`config.mk`:
```
export PLATFORM = sky130hd
export DESIGN_NAME = bstk_ram
export DESIGN_NICKNAME = d
export VERILOG_FILES = /design/src/design/bstk_ram.sv
export SDC_FILE = /design/constraint.sdc
export NUM_CORES = 2
export LEC_CHECK = 0
export ABC_AREA = 0
export BUFFER_PORTS_ARGS = -buffer_cell sky130_fd_sc_hd__buf_2
export CAP_MARGIN = 20
export CORE_MARGIN = 2
export CORE_UTILIZATION = 45
export DETAILED_ROUTE_END_ITERATION = 6
export PLACE_DENSITY = 0.57
export SYNTH_ARGS = -nofsm -noshare
export SYNTH_HDL_FRONTEND = slang
export SYNTH_SLANG_ARGS = --single-unit
```
`constraint.sdc`:
```
create_clock -name clk -period 3 [get_ports clk]
set_input_delay 0.45 -clock clk [delete_from_list [all_inputs] [get_ports clk]]
set_output_delay 0.45 -clock clk [all_outputs]
set_load 0.005 [all_outputs]
```
`src/design/bstk_ram.sv`:
```
`timescale 1ns / 1ps

module bstk_ram #(
	parameter int WIDTH = 8,
	parameter int DEPTH = 256,
	localparam int AW = (DEPTH > 1) ? $clog2(DEPTH) : 1
) (
	input  logic             clk,
	input  logic             we,
	input  logic [AW-1:0]    waddr,
	input  logic [WIDTH-1:0] wdata,
	input  logic [AW-1:0]    raddr,
	output logic [WIDTH-1:0] rdata
);

	logic [WIDTH-1:0] mem [DEPTH];

	always_ff @(posedge clk) begin
		if (we) begin
			mem[waddr] <= wdata;
		end
		rdata <= mem[raddr];
	end

endmodule

```
Word level (Yosys, flattened, before mapping):

Memory sizes are Yosys's and may differ from the RTL's. A register that Yosys moved wholly into a read port is not among the register bits.
Cells that the tools add are included.

* muxes and demuxes: 2

Operators by type and width (count)
* $mux W1: 2

* register bits: 0
* memories kept: 1
* logic and storage cells: 3
* memory bits (writable): 2048

Memories
* mem: words 256, bits a word 8, rd ports 1, clocked after memory_dff 1, write ports 1, line 16 `logic [WIDTH-1:0] mem [DEPTH];`

Longest topological paths before layout:

* word-level depth: 2
* mapped depth: 11
* mapped depth without buffers: 6

Least setup slack after synthesis:

No wires, ideal clock.

* path kind: input-to-reg
* start: input port raddr[0]
* end: register rdata[2], read port of mem
* stages on the path: 9
* path buffers: 4
* data arrival time: 2257 ps
* library setup time: 131 ps
* slack: 612 ps
* required time: 2869 ps
* cells stage by stage: buf_6 > buf_12 > buf_8 > buf_2 > mux4_2 > a22oi_1 > a21oi_1 > nor4_1 > nor4_2

RTL lines
* from (decl): line 12 `input logic [AW-1:0] raddr,`
* to (decl): line 13 `output logic [WIDTH-1:0] rdata`

==> reports/summary.txt <==
Worst setup SP type - register
clk buf depth - 3
Post-synth top cells - 2048 x edfxtp_1, 454 x mux4_2, 282 x nor2_1
initial core utilization - 0.4522
routed len/inst - 29.97 microns
vias in the first global route - 40.42k
DR DRC count - 0
initial antenna violation count - 11
CP max stage delay - 750 ps
critical path required time - 3690 ps
Post-Layout Cell Count - 6833
CP startpoint - mem[67][4]
Yosys top cell by area - edfxtp_1
Power Density - 639.3 nW/um^2
RR Endpoint - rdata[4]
post-layout instance area - 92980 sq um
Leak - 29.81 nW
top_reg_cell synth - edfxtp_1
share of the synthesized area in the top cell type - 0.7730
clk_skew - 26.34 ps
CP endpoint - rdata[4]
Synth area leaders - edfxtp_1 77%, mux4_2 13%, mux2i_1 1.7%
Max-slew headroom - 0.3765
via count - 40.15k
post-cts gate resize count - 0
flops & latches, synth - 2056
Synth Instances - 3733
outcome - complete, no violations
Placed Cells - 6451
Root Driver - clkbuf_16
filler instances - 13.78k
GR Util All Layers - 0.2278
Placement Rows - 154
Post-Syn Nets - 3759
yosys warns - 0
fraction of registers with async set/reset - 0
HP Class - in -> reg
critical path fanouts, max - 1
Layout Nets - 4348
R2R Path Start - mem[67][4]
sequential area share after synthesis - 0.7750
clk sink count - 2056
CP top delay family - multiplexers
dpl cell area - 86530 sq um
Die X - 424.5 microns
Slowest-stage cell, CP - nor4_1
Final Hold Viols - 0
Worst Max-Slew Pin Slew - 926.7 ps
CORE AREA - 175900 sq um
crit path cell chain - mux4_2 -> mux4_2 -> nor2b_1 -> nor4_1 -> buf_4 -> nor4_1
Min Hold Slack - 66.78 ps
R2R depth - 6
Detailed Route Iter0 Violations - 4473
reg-to-reg slack, setup - 240 ps
fin crit period - 2762 ps
Achievable Freq - 362.1 MHz
CTS tree - built
Post-synth EDFFs - 2048
worst path bufs/invs - 1
library cells used by synthesis - 55
Worst-path clk slew - 60 ps
gr ovfl total - 0
post-CTS setup buffers - 0
# IOs - 34
synthesized area per cell - 21.31 sq um
final wirelength - 204.8 mm
Layout area overhead - 16.87%
port buffer count - 33
DP HPWL - 133.2 mm
Pins Over Slew Limit - 0
CTS buffer count - 206
final worst path period share - 0.9206
Worst setup EP type - register
synthesized area - 79560 sq um
Die H - 424.5 microns
Clk Latency, worst-skew pair - 820 ps
Setup violations, final - 0
First-pass DRT Iterations - 5
die area - 180200 sq um
Crit Path Category - reg -> reg
critical path depth - 6
maximum vdd drop - 0.6462 mV
Arr. time, crit path - 3450 ps
RePlAce Congestion - 0.8277
TNS Setup - 0 ps
CTS H-Tree Depth - 4
maximum number of pins on one net before global-route repair - 98
top-count cell post-synth - edfxtp_1
first-pass GRT wire length - 293.5 mm
Antenna Violating Nets Remaining - 0
RSZ-0062 raised after global routing - no
vias per cell - 5.875
layout cells sized above 1 - 0.3034
total of max-cap violations - 0
-- what timing repair did --
item / CTS / global route
hold buffers: 3 / 0
setup endpoints to repair: 0 / 0
hold endpoints to repair: 73 / 0
-- logic make-up (layout without fill, tap and decap cells) --
family          count (synthesis)  count (layout)  share of synthesized area
compound gates                385             385                    0.03419
mux                           591             591                     0.1462
other cells                     0               1                          0
flops                        2056            2056                     0.7750
buf+inv                       235             994                    0.01831
simple gates                  466             466                    0.02628
-- through the flow --
stage / util / power, W / worst slack (ps)
after global routing: 0.5285 / 0.06116 / 229.3
final: 0.5285 / 0.05944 / 238.1
after floorplan: - / 0.03384 / 612.1
after CTS: 0.5285 / 0.05990 / 274.5
after global placement: 0.4918 / 0.03551 / -670.9
after detailed placement: 0.4919 / 0.03554 / -407.6
-- cell usage in the layout, fill, tap and decap left out, drive strengths merged, types with 10 or more instances in the layout --
cell / instances
a22oi: 133
nor3: 22
mux4: 456
o22ai: 28
mux2i: 134
nand4: 10
nor4: 27
nor2: 282
a21oi: 96
nand2: 33
clkinv: 90
clkbuf: 268
nor2b: 31
o21ai: 12
a211oi: 16
buf: 611
edfxtp: 2048
bufinv: 11
o211ai: 10
o221ai: 47
a221oi: 14
nand3: 34
-- worst min path at each step --
| stage | from | slack, ps | to | cells past startpoint |
|---|---|---|---|---|
| detailed placement | wdata[4] | 860 | mem[218][4] | 1 |
| finish | wdata[2] | 70 | mem[225][2] | 1 |
| CTS | wdata[2] | 40 | mem[227][2] | 1 |
| global placement | wdata[4] | 850 | mem[218][4] | 1 |
| global route | wdata[2] | 70 | mem[227][2] | 1 |
| floorplan | wdata[0] | 550 | mem[0][0] | 0 |
-- where the power goes --
group	total [W]	switching [W]	internal (W)
Clock	0.0245	0.0107	0.0139
Sequential	0.0317	0.0000658	0.0317
Combinational	0.00316	0.00193	0.00123
Total	0.0594	0.0126	0.0468
-- cell type report --
cell class	count	area (sq um)	area share
Clock buffer	268	5533	0.05951
Antenna cell	1	2.502	0.00002691
Inverter	2	7.507	0.00008074
Timing Repair Buffer	614	5448	0.05859
Multi-Input combinational cell	1442	16520	0.1777
Tap cell	2340	2928	0.03149
Sequential cell	2056	61660	0.6632
Clock inverter	110	878.3	0.009447
-- per-layer routing --
layer  track usage  up-vias  share of wire  wire length [microns]
met5             0        -              0                      0
met4       0.06679        0          0.028                   5680
met3       0.03491      283          0.065                  13350
met2        0.3667     1497           0.49                  99920
met1        0.3245    21490           0.42                  85860
li1              -    16880              -                      -
-- sequential cells by signal (all words and copies together) (netlist names) --
name and flops:
mem 2048, rdata 8
Note: power is estimated with default switching activity, not from simulation.
